--- src/rtl/hpq_pkg.sv ---
// Shared definitions for the d-ary heap priority queue.
// Holds codes, the controller state type and the command and status bundles.
// No dependencies.
package hpq_pkg;

	// Input item commands.
	localparam logic CMD_INSERT = 1'b0;
	localparam logic CMD_REMOVE = 1'b1;

	// Result status codes.
	localparam int STATUS_W = 2;
	localparam logic [STATUS_W-1:0] STAT_OK    = 2'd0;
	localparam logic [STATUS_W-1:0] STAT_FULL  = 2'd1;
	localparam logic [STATUS_W-1:0] STAT_EMPTY = 2'd2;

	// Configuration register map.
	localparam int CFG_IDX_W  = 1;
	localparam int CFG_DATA_W = 4;
	localparam int ARITY_W    = 4;
	localparam logic [CFG_IDX_W-1:0] CFG_ARITY    = 1'd0;
	localparam logic [CFG_IDX_W-1:0] CFG_MAX_MODE = 1'd1;
	localparam logic [ARITY_W-1:0]   ARITY_RESET  = 4'd2;

	// Controller states.
	typedef enum logic [3:0] {
		S_IDLE,
		S_UP_TEST,
		S_UP_PAR,
		S_UP_CMP,
		S_DN_LAST,
		S_DN_LOAD,
		S_DN_LEVEL,
		S_DN_SCAN,
		S_DN_DRAIN,
		S_DN_DEC,
		S_TOP,
		S_FIN
	} hpq_state_t;

	// Commands from the controller to the datapath.
	typedef struct packed {
		logic accept;
		logic up_mul;
		logic up_rd;
		logic up_cmp;
		logic dn_last_rd;
		logic dn_load;
		logic wr_key;
		logic scan_init;
		logic scan_issue;
		logic dn_cmp;
		logic top_rd;
		logic out_load;
	} hpq_cmd_t;

	// Status from the datapath to the controller.
	typedef struct packed {
		logic ins;
		logic full;
		logic empty;
		logic one_left;
		logic pos_zero;
		logic up_beats;
		logic leaf;
		logic scan_last;
		logic dn_beats;
		logic out_free;
	} hpq_sts_t;

endpackage

--- src/rtl/hpq_req_if.sv ---
// Request channel of the heap priority queue: valid, ready and one item.
// Depends on nothing.
interface hpq_req_if #(
	parameter int KEY_W = 32
);
	logic             valid;
	logic             ready;
	logic             cmd;
	logic [KEY_W-1:0] key;

	modport source (output valid, output cmd, output key, input ready);
	modport sink   (input valid, input cmd, input key, output ready);
endinterface

--- src/rtl/hpq_ctrl.sv ---
// Controller state machine of the heap priority queue.
// Depends on hpq_pkg and hpq_req_if; drives the datapath through hpq_cmd_t.
module hpq_ctrl (
	input  logic             clk,
	input  logic             arst_n,
	hpq_req_if.sink          req,
	input  hpq_pkg::hpq_sts_t sts,
	output hpq_pkg::hpq_cmd_t ctl
);
	import hpq_pkg::*;

	hpq_state_t state_q;
	hpq_state_t state_nxt;

	// State register.
	always_ff @(posedge clk or negedge arst_n) begin
		if (!arst_n) begin
			state_q <= S_IDLE;
		end else begin
			state_q <= state_nxt;
		end
	end

	// Next state and commands.
	always_comb begin
		state_nxt = state_q;
		ctl       = '0;
		req.ready = 1'b0;
		case (state_q)
			S_IDLE: begin
				req.ready = 1'b1;
				if (req.valid) begin
					ctl.accept = 1'b1;
					if (sts.ins) begin
						state_nxt = sts.full ? S_TOP : S_UP_TEST;
					end else if (sts.empty || sts.one_left) begin
						state_nxt = S_TOP;
					end else begin
						state_nxt = S_DN_LAST;
					end
				end
			end
			// Sift-up: each level passes through the test, parent read and compare states.
			S_UP_TEST: begin
				if (sts.pos_zero) begin
					ctl.wr_key = 1'b1;
					state_nxt  = S_TOP;
				end else begin
					ctl.up_mul = 1'b1;
					state_nxt  = S_UP_PAR;
				end
			end
			S_UP_PAR: begin
				ctl.up_rd = 1'b1;
				state_nxt = S_UP_CMP;
			end
			S_UP_CMP: begin
				ctl.up_cmp = 1'b1;
				state_nxt  = sts.up_beats ? S_UP_TEST : S_TOP;
			end
			// Sift-down: fetch the tail entry, then walk the levels.
			S_DN_LAST: begin
				ctl.dn_last_rd = 1'b1;
				state_nxt      = S_DN_LOAD;
			end
			S_DN_LOAD: begin
				ctl.dn_load = 1'b1;
				state_nxt   = S_DN_LEVEL;
			end
			S_DN_LEVEL: begin
				if (sts.leaf) begin
					ctl.wr_key = 1'b1;
					state_nxt  = S_TOP;
				end else begin
					ctl.scan_init = 1'b1;
					state_nxt     = S_DN_SCAN;
				end
			end
			S_DN_SCAN: begin
				ctl.scan_issue = 1'b1;
				if (sts.scan_last) begin
					state_nxt = S_DN_DRAIN;
				end
			end
			S_DN_DRAIN: begin
				state_nxt = S_DN_DEC;
			end
			S_DN_DEC: begin
				ctl.dn_cmp = 1'b1;
				state_nxt  = sts.dn_beats ? S_DN_LEVEL : S_TOP;
			end
			// Fetch the root and hand the result to the output register.
			S_TOP: begin
				ctl.top_rd = 1'b1;
				state_nxt  = S_FIN;
			end
			S_FIN: begin
				if (sts.out_free) begin
					ctl.out_load = 1'b1;
					state_nxt    = S_IDLE;
				end
			end
			default: begin
				state_nxt = S_IDLE;
			end
		endcase
	end

endmodule

--- src/flat_wrapper.sv ---
// flat-port wrapper written by rule: the top's interface ports become plain ports
module hpq_ctrl_flat import hpq_pkg::*;
  (clk, arst_n, sts, ctl, req_valid, req_cmd, req_key, req_ready);
  hpq_req_if req_i ();
  input  logic clk;
  input  logic arst_n;
  input  hpq_pkg::hpq_sts_t sts;
  output hpq_pkg::hpq_cmd_t ctl;
  input wire logic [$bits(req_i.valid)-1:0] req_valid;
  input wire logic [$bits(req_i.cmd)-1:0] req_cmd;
  input wire logic [$bits(req_i.key)-1:0] req_key;
  output wire logic [$bits(req_i.ready)-1:0] req_ready;
  assign req_i.valid = req_valid;
  assign req_i.cmd = req_cmd;
  assign req_i.key = req_key;
  assign req_ready = req_i.ready;
  hpq_ctrl u_core (.clk(clk), .arst_n(arst_n), .req(req_i), .sts(sts), .ctl(ctl));
endmodule
--- config.mk ---
export PLATFORM = sky130hd
export DESIGN_NAME = hpq_ctrl_flat
export DESIGN_NICKNAME = d
export VERILOG_FILES = /design/src/rtl/hpq_pkg.sv /design/src/rtl/hpq_req_if.sv /design/src/rtl/hpq_ctrl.sv /design/src/flat_wrapper.sv
export SDC_FILE = /design/constraint.sdc
export NUM_CORES = 1
export LEC_CHECK = 0
export BUFFER_PORTS_ARGS = -buffer_cell sky130_fd_sc_hd__clkbuf_2
export CORE_MARGIN = 2
export CORE_UTILIZATION = 32
export CTS_CLUSTER_DIAMETER = 200
export DETAILED_ROUTE_END_ITERATION = 6
export PLACE_DENSITY_LB_ADDON = 0.1
export SETUP_SLACK_MARGIN = 0.05
export SYNTH_ARGS = -nofsm -noshare
export SYNTH_HDL_FRONTEND = slang
export SYNTH_SLANG_ARGS = --single-unit
--- constraint.sdc ---
create_clock -name clk -period 2.2 [get_ports clk]
set_input_delay 0.22 -clock clk [delete_from_list [all_inputs] [get_ports clk]]
set_output_delay 0.22 -clock clk [all_outputs]
set_load 0.01 [all_outputs]
Word level (Yosys, flattened, before mapping). Cells that the tools add are included.

Register bits after elaboration: 4. Input port bits: 46. Output and inout port bits: 13. Logic and storage cells: 48.

Eq/ne operators: 14. Multiplexer cells: 30. Reduce and logical (&&, ||, !) cells: 3.

Operator list (number): $pmux W4 S12 (1); $mux W4 (10); $mux W1 (18); $eq A4 B3 Y1 const B (4); $eq A4 B4 Y1 const B (4); $eq A4 B2 Y1 const B (2); $ne A2 B2 Y1 const B (3); $eq A4 B1 Y1 const B (1); $logic_not A4 Y1 (1); $reduce_and A3 Y1 (1); $pmux W1 S2 (1); $logic_or A1 B1 Y1 (1).

Longest topological paths before layout. Gate-level depths: netlist (run 1).

Word-level depth: 5. Mapped depth: 6. Mapped depth without buffers: 4.

Worst setup path after synthesis (run 1). Ideal clock, no wire load.

Path kind: register to output. From: reg u_core.state_q[1]. To: out ctl[11] (netlist bit). Data arrival time: 1344 ps. Data required time: 1980 ps. Setup slack: 636 ps. Cell stages (with the launch flop): 4. Path buffers: 1. Cell sequence: dfrtp_1 > buf_2 > nor4_1 > and2_1.

RTL lines: start, declared (line hpq_ctrl.sv:12) `hpq_state_t state_q;`; start signal, assigned (line hpq_ctrl.sv:20) `state_q <= state_nxt;`; end, declared (line flat_wrapper.sv:8) `output hpq_pkg::hpq_cmd_t ctl;`.

==> results of run 1 <==
[synthesized netlist by cell type]
cell type | n | area share
a22oi_1 | 1 | 0.015
nand4b_1 | 2 | 0.035
o21ai_0 | 5 | 0.050
a21o_1 | 1 | 0.015
buf_2 | 3 | 0.030
nand3b_1 | 1 | 0.015
o211a_1 | 1 | 0.020
o22ai_1 | 1 | 0.012
a21oi_1 | 4 | 0.040
or3_1 | 1 | 0.012
a221oi_1 | 1 | 0.017
nor3_1 | 7 | 0.069
and3b_1 | 1 | 0.017
a22o_1 | 1 | 0.017
a211o_1 | 1 | 0.017
nand4bb_1 | 1 | 0.022
nand2b_1 | 5 | 0.062
o21bai_1 | 1 | 0.015
a31oi_1 | 1 | 0.012
o22a_1 | 1 | 0.017
nand3_1 | 2 | 0.020
a21oi_2 | 1 | 0.017
nand2_1 | 6 | 0.045
nor4_1 | 2 | 0.025
nor2_1 | 8 | 0.060
clkbuf_1 | 2 | 0.015
inv_1 | 3 | 0.022
or4_4 | 1 | 0.022
buf_6 | 1 | 0.022
and2_1 | 2 | 0.025
o2bb2ai_1 | 1 | 0.017
dfrtp_1 | 4 | 0.20
[layout make-up]
cell class	count	area share
Multi-Input combinational cell	60	0.542
Timing Repair Buffer	28	0.226
Sequential cell	4	0.151
Clock buffer	3	0.0340
Tap cell	16	0.0302
Inverter	3	0.0170
[path summary, 6_finish.rpt]
check                                  start                 to  slack (ns)
max                        u_core.state_q[2]             ctl[4]        0.31
min                                   arst_n  u_core.state_q[1]        0.32
max reg2reg                u_core.state_q[0]  u_core.state_q[1]        0.51
min reg2reg                u_core.state_q[3]  u_core.state_q[3]        0.78
max in group asynchronous             arst_n  u_core.state_q[0]        1.75
min in group clk                      sts[2]  u_core.state_q[2]        0.34
[per-layer routing]
layer	global-route usage	part of all wire	vias to the layer above
met5	0	0	-
met4	0.0848	0.0069	0
met3	0.0125	0.064	2
met2	0.241	0.46	31
met1	0.250	0.46	296
li1	-	-	316
[power breakdown]
| group | internal, µW | leakage, µW | switching (µW) | total [µW] |
|---|---|---|---|---|
| registers | 106 | 0.0000483 | 87.1 | 193 |
| logic | 231 | 0.000260 | 278 | 509 |
| clock network | 61.0 | 0.0000138 | 30.1 | 91.1 |
[timing repair]
item | CTS | global route
gates resized for setup | 0 | 0
hold buffers | 1 | 0
hold endpoints to repair | 4 | 0
[cells by family after synthesis]
group / Yosys count
compound gates: 21
flops: 4
buf+inv: 9
simple gates: 39
[stage by stage]
| step | hold WS [ns] | setup slack, ns | total power (µW) |
|---|---|---|---|
| 6_report | 0.322 | 0.308 | 794 |
| 5_1_grt | 0.342 | 0.158 | 874 |
| 4_1_cts | 0.322 | 0.297 | 795 |
| 3_5_place_dp | 0.0310 | 0.521 | 697 |
| 3_3_place_gp | 0.0258 | 0.491 | 700 |
| 2_1_floorplan | -0.0756 | 0.636 | 562 |
==> impl_metrics.ini, run 1 <==
[synth]
synth_fa_ha_area_frac = 0
ys_types = 32
synth.avg_cell_area_um2 = 6.91
syn_area_um2 = 504
syn_inst = 73
synth_mux_area_frac = 0
synth_top_family_by_area = simple AND/OR/NAND/NOR gates
ys.warnings.count = 0
synth-seq-cells = 4
yosys.area_share.xor_xnor = 0
seq_area_frac_synth = 0.199
syn_nets = 119
yosys.area_share.simple = 0.429
synth_compound_area_frac = 0.283

[final_layout]
stdcell_count = 114
multiInputGateArea_um2 = 359
diodes = 0
layout_common_cells = 25 x clkbuf_2, 8 x nor2_1, 7 x nor3_1, 6 x nand2_1
top_regs = u_core.state_q: 4 flops
fillers = 178
seq_area_um2 = 100
final_util = 0.445
largest_reg_flops = 4
drive_gt1_frac = 0.327
final_area_um2 = 663
nets = 146
area_delta_synth_final_pct = 31.5
layout_commonest_cell = clkbuf_2
top_register = u_core.state_q

[drt]
wl_per_cell_um = 12.7
drt-initial-drc-count = 21
final_antenna_net_count = 0
vias = 645
routed_via_density = 5.66
wl_mm = 1.45
drc_errors = 0
firstDrtPassIters = 4

[sta]
finalSetupViolCount = 0
drv_slew = 0
tightest_slew_ns = 0.517
slew_headroom = 0.655
hold_viol_final = 0
period_needed_ns = 1.89
tns_ns = 0
finClkSkew_ns = 0.00623
post-route-period-util = 0.860
rsz0062_at_grt = false
fmax_mhz = 529

[clock_tree]
cts-root-buf = clkbuf_4
clockBufferDepth = 2
clk_pin_slew_ns = 0.04
clkLatencyLatePin_ns = 0.24
cts_setup_buffers = 0
cts_tree = yes
h-tree-depth = 1
cts_buffers = 3
clock-sinks = 4

[floorplanning]
io_pins = 59
die_x_um = 43.7
core_area_mm2 = 0.00149
fp-row-count = 14
initial_core_util = 0.339
die_area_mm2 = 0.00191
die_h_um = 43.7

[setup_path]
worst_ep_arrival_time_ns = 1.67
reg2reg_depth = 4
crit_family = flip-flops
critPathCaptureType = output pin
critical_path_buf_inv_count = 1
worstPathRequired_ns = 1.98
worstSetupPathType = flip-flop to output pin
cp_slowest_cell = dfrtp_1
crit_chain = nand2b_1 > nor3_1 > clkbuf_2
startpoint_type = flip-flop
worst-path-stages = 3
cpPeakStageDelay_ns = 0.66
critPathMaxFanout = 17

[global_route]
grt_pass1_vias = 577
track_usage = 0.168
grt_pass1_wl_mm = 2.45
grt.overflow.total = 0
antenna_found_initial = 0
grt_max_degree = 18

[power]
p_leak_uw = 0.000322
peakVddDrop_mv = 0.398
p_per_area_mw_per_mm2 = 1200

[outcome]
status = complete, no violations

[place]
io_buffers = 25
hpwl_mm = 1.10
placed_cells = 110
gp_congestion = 0.811
placed_area_um2 = 631

[worst_hold_path]
hold_class = input port to async pin

[flow_run]
max-cap-violations = 0
Power figures use the tool's default switching activity.
==> run 2, diff against run 1 <==
--- a/config.mk
+++ b/config.mk
@@ -7,7 +7,7 @@
 export LEC_CHECK = 0
 export BUFFER_PORTS_ARGS = -buffer_cell sky130_fd_sc_hd__clkbuf_2
 export CORE_MARGIN = 2
-export CORE_UTILIZATION = 32
+export CORE_UTILIZATION = 35
 export CTS_CLUSTER_DIAMETER = 200
 export DETAILED_ROUTE_END_ITERATION = 6
 export PLACE_DENSITY_LB_ADDON = 0.1
==> constraint.sdc (replaced) <==
create_clock -name clk -period 2.3 [get_ports clk]
set_input_delay 0.23 -clock clk [delete_from_list [all_inputs] [get_ports clk]]
set_output_delay 0.23 -clock clk [all_outputs]
set_load 0.01 [all_outputs]
==> run 2 against run 1 <==
Global-route usage up 1.4 points. Non-clock buffer count fell by 1. Setup slack improved by 0.10 ns. Utilization grew 5.1 points. Register-to-register slack better by 0.07 ns. Final cell count decreased by 1.8%. First-iteration DRC count up 14%. Critical endpoint unchanged. Sequential share of layout area is 0.20 points higher. Via count down 0.16%. Combinational power shrank 13%. Highest routed layer is now met3.
==> impl_metrics.ini, run 2 (synthesis gave the netlist of run 1 again) <==
[final_layout]
layout_common_cells = 25 x clkbuf_2, 8 x nor2_1, 7 x nor3_1, 6 x nand2_1
diodes = 0
drive_gt1_frac = 0.320
nets = 145
top_register = u_core.state_q
seq_area_um2 = 100
area_delta_synth_final_pct = 29.8
layout_commonest_cell = clkbuf_2
multiInputGateArea_um2 = 359
fillers = 153
top_regs = u_core.state_q: 4 flops
largest_reg_flops = 4

[sta]
fmax_mhz = 529
hold_viol_final = 0
finalSetupViolCount = 0
drv_slew = 0
rsz0062_at_grt = false
tns_ns = 0
slew_headroom = 0.653
post-route-period-util = 0.822
tightest_slew_ns = 0.520
period_needed_ns = 1.89
finClkSkew_ns = 0.000557

[clock_tree]
hold_buffers = 1
clk_pin_slew_ns = 0.03
clockBufferDepth = 2
h-tree-depth = 1
cts_tree = yes
cts_setup_buffers = 0
cts_resized = 0
cts_buffers = 3
clock-sinks = 4
clkLatencyLatePin_ns = 0.23
cts-root-buf = clkbuf_4

[drt]
wl_mm = 1.44
final_antenna_net_count = 0
vias = 644
firstDrtPassIters = 5
drc_errors = 0
drt-initial-drc-count = 24
wl_per_cell_um = 12.8
routed_via_density = 5.75

[floorplanning]
io_pins = 59
fp-row-count = 13
core_area_mm2 = 0.00132
die_h_um = 42.0
initial_core_util = 0.383
die_x_um = 42.0
die_area_mm2 = 0.00176

[setup_path]
crit_family = flip-flops
cp_slowest_cell = dfrtp_1
cpPeakStageDelay_ns = 0.66
worst_ep_arrival_time_ns = 1.66
worstSetupPathType = flip-flop to output pin
critPathMaxFanout = 17
crit_chain = nand2b_1 > nor3_1 > clkbuf_2
critical_path_buf_inv_count = 1
startpoint_type = flip-flop
critPathCaptureType = output pin
worstPathRequired_ns = 2.07

[power]
power.switching_uw = 369
seqPwrFrac = 0.289
peakVddDrop_mv = 0.436
internal-power_uw = 371
p_leak_uw = 0.000317
p_per_area_mw_per_mm2 = 1130
p_clk_frac = 0.111
combPwrFrac = 0.600
fin_total_pwr_uw = 740
switching_share = 0.499

[global_route]
grt_pass1_vias = 539
grt_pass1_wl_mm = 2.39
antenna_found_initial = 0
track_usage = 0.183
grt_max_degree = 18
grt.overflow.total = 0

[place]
hpwl_mm = 1.08
gp_congestion = 0.817
io_buffers = 25

[worst_hold_path]
hold_class = input port to async pin

[outcome]
status = complete, no violations

[flow_run]
max-cap-violations = 0
==> run 2: cell types whose count changed in the layout (fill, tap and decap cells not counted), sizes merged <==
cell / change
buf: -1
==> run 2: final timing paths <==
check / startpoint / endpoint / slack [ns] / cells after the start
worst min register to register: u_core.state_q[0] / u_core.state_q[0] / 0.83 / 2
max in group asynchronous: arst_n / u_core.state_q[0] / 1.84 / 2
worst max register to register: u_core.state_q[1] / u_core.state_q[1] / 0.58 / 4
min in group clk: sts[4] / u_core.state_q[0] / 0.35 / 3
worst max-delay path: u_core.state_q[2] / ctl[4] / 0.41 / 3
worst min-delay path: arst_n / u_core.state_q[1] / 0.34 / 2
==> run 2: through the flow <==
step	setup slack [ns]	utilization	cell area (µm²)	instances	hold WS, ns
global route	0.302	0.497	654	112	0.350
CTS	0.446	0.497	654	112	0.337
finish	0.410	0.497	654	112	0.339
global placement	0.583	0.472	622	108	0.0357
floorplan	0.726	-	504	73	-0.0656
detailed placement	0.606	0.472	622	108	0.0362
==> run 2: cell type report <==
type | instances | share of cell area
Clock buffer | 3 | 0.0344
Inverter | 3 | 0.0172
Multi-Input combinational cell | 60 | 0.549
Sequential cell | 4 | 0.153
Tap cell | 15 | 0.0287
Timing Repair Buffer | 27 | 0.218
==> run 2: routing by layer <==
metal / wire length (µm) / GRT usage
met5: 0 / 0
met4: 0 / 0.116
met3: 73 / 0.0435
met2: 676 / 0.244
met1: 686 / 0.257
==> run 2: power groups by stage <==
stage / logic, µW / clock network, µW / registers, µW
after CTS: 446 / 85.4 / 208
after global routing: 497 / 94.9 / 227
final: 444 / 82.3 / 214
after detailed placement: 444 / 0 / 210
after floorplan: 414 / 0 / 123
after global placement: 443 / 0 / 210
==> run 3, diff against run 2 <==
--- a/config.mk
+++ b/config.mk
@@ -7,7 +7,7 @@
 export LEC_CHECK = 0
 export BUFFER_PORTS_ARGS = -buffer_cell sky130_fd_sc_hd__clkbuf_2
 export CORE_MARGIN = 2
-export CORE_UTILIZATION = 35
+export CORE_UTILIZATION = 32
 export CTS_CLUSTER_DIAMETER = 200
 export DETAILED_ROUTE_END_ITERATION = 6
 export PLACE_DENSITY_LB_ADDON = 0.1
==> constraint.sdc (replaced) <==
create_clock -name clk -period 1.8 [get_ports clk]
set_input_delay 0.18 -clock clk [delete_from_list [all_inputs] [get_ports clk]]
set_output_delay 0.18 -clock clk [all_outputs]
set_load 0.01 [all_outputs]
==> run 3 against run 2 <==
Worst hold slack worse by 0.052 ns. Setup slack worse by 0.28 ns. Critical endpoint unchanged. Largest power group unchanged. Final area up 6.5%. Routed wire length up 4.1%.
==> impl_metrics.ini, run 3 (synthesis gave the netlist of run 1 again) <==
[sta]
finalSetupViolCount = 0
tightest_slew_ns = 0.303
post-route-period-util = 0.928
finClkSkew_ns = 0.00229
tns_ns = 0
rsz0062_at_grt = false
drv_slew = 0
hold_viol_final = 0
period_needed_ns = 1.67
slew_headroom = 0.796
fmax_mhz = 599

[power]
p_leak_uw = 0.000337
peakVddDrop_mv = 0.512
p_per_area_mw_per_mm2 = 1460
fin_total_pwr_uw = 1020

[setup_path]
worstSetupPathType = flip-flop to output pin
critPathCaptureType = output pin
rrSetupSlack_ns = 0.22
worstPathRequired_ns = 1.62
cp_slowest_cell = dfrtp_1
worst_ep_arrival_time_ns = 1.49
startpoint_type = flip-flop
critPathMaxFanout = 17
cpPeakStageDelay_ns = 0.37
crit_chain = buf_4 > nand2b_1 > nor3_2 > clkbuf_2

[global_route]
grt_pass1_vias = 601
antenna_found_initial = 0
grt_pass1_wl_mm = 2.55
grt.overflow.total = 0
grt_max_degree = 18
track_usage = 0.176

[final_layout]
area_delta_synth_final_pct = 38.2
diodes = 0
top_regs = u_core.state_q: 4 flops
top_register = u_core.state_q
nets = 149
layout_common_cells = 25 x clkbuf_2, 8 x nor2_1, 6 x nand2_1, 6 x nor3_1
largest_reg_flops = 4
layout_commonest_cell = clkbuf_2
drive_gt1_frac = 0.366

[drt]
final_antenna_net_count = 0
wl_mm = 1.50
firstDrtPassIters = 3
routed_via_density = 5.47
drt-initial-drc-count = 11
wl_per_cell_um = 12.8
vias = 640
drc_errors = 0

[flow_run]
max-cap-violations = 0

[floorplanning]
die_h_um = 43.7
die_area_mm2 = 0.00191
fp-row-count = 14
io_pins = 59
core_area_mm2 = 0.00149
initial_core_util = 0.339
die_x_um = 43.7

[clock_tree]
cts-root-buf = clkbuf_4
cts_tree = yes
clock-sinks = 4
clockBufferDepth = 2
clk_pin_slew_ns = 0.04
h-tree-depth = 1
clkLatencyLatePin_ns = 0.24
cts_buffers = 3

[place]
gp_congestion = 0.811
io_buffers = 25
hpwl_mm = 1.14

[outcome]
status = complete, no violations

[worst_hold_path]
hold_class = input port to async pin
-- run 3: cell count changes in the layout (fill, tap and decap cells not counted) --
| cell | before | now |
|---|---|---|
| buf_4 | 1 | 5 |
| nor3_1 | 7 | 6 |
| nor3_2 | 0 | 1 |
| nor4_2 | 0 | 1 |
| nor4_1 | 2 | 1 |
-- run 3: through the flow --
step / setup WS, ns / instance area, µm² / hold slack (ns) / instances / util
after floorplan: 0.272 / 504 / -0.116 / 73 / -
after global placement: 0.218 / 653 / -0.0146 / 113 / 0.439
after detailed placement: 0.243 / 653 / -0.00811 / 113 / 0.439
after CTS: 0.0792 / 686 / 0.276 / 117 / 0.461
after global routing: 0.0527 / 697 / 0.294 / 117 / 0.468
final: 0.130 / 697 / 0.286 / 117 / 0.468
-- run 3: power breakdown --
group	leakage, µW	internal (µW)	switching [µW]	total, µW
clock network	0.0000138	74.7	38.3	113
logic	0.000275	316	402	718
registers	0.0000483	130	54.0	184
-- run 3: area by class of cell --
| class | count | area, µm² |
|---|---|---|
| Timing Repair Buffer | 31 | 173 |
| Inverter | 3 | 11.3 |
| Clock buffer | 3 | 22.5 |
| Multi-Input combinational cell | 60 | 370 |
| Sequential cell | 4 | 100 |
| Tap cell | 16 | 20.0 |
| Fill cell | 155 | 792 |
-- run 3: layer usage --
| layer | vias up | routed length, µm | GRT usage |
|---|---|---|---|
| met5 | - | 0 | 0 |
| met4 | 0 | 0 | 0.0182 |
| met3 | 0 | 84 | 0.0625 |
| met2 | 18 | 693 | 0.276 |
| met1 | 297 | 717 | 0.240 |
| li1 | 325 | - | - |
-- run 3: final timing paths --
check / cells after the start / startpoint / endpoint
min reg2reg: 3 / u_core.state_q[3] / u_core.state_q[1]
min in group clk: 3 / sts[4] / u_core.state_q[0]
max reg2reg: 4 / u_core.state_q[1] / u_core.state_q[1]
min: 2 / arst_n / u_core.state_q[3]
max in group asynchronous: 2 / arst_n / u_core.state_q[1]
max: 4 / u_core.state_q[3] / ctl[4]
-- run 3: what timing repair did --
| action | in CTS | in global routing |
|---|---|---|
| buffers inserted | 0 | 0 |
| hold buffers | 1 | 0 |
| endpoints found under the hold margin | 4 | 0 |
| endpoints found under the setup margin | 0 | 2 |
| resized for setup | 0 | 2 |
-- run 3: worst max-delay path, delay by kind of cell, from the launching register on --
family	cells	cell delay [ns]
and+or+nand+nor	2	0.52
buffers and inverters	2	0.36
DFF	1	0.37
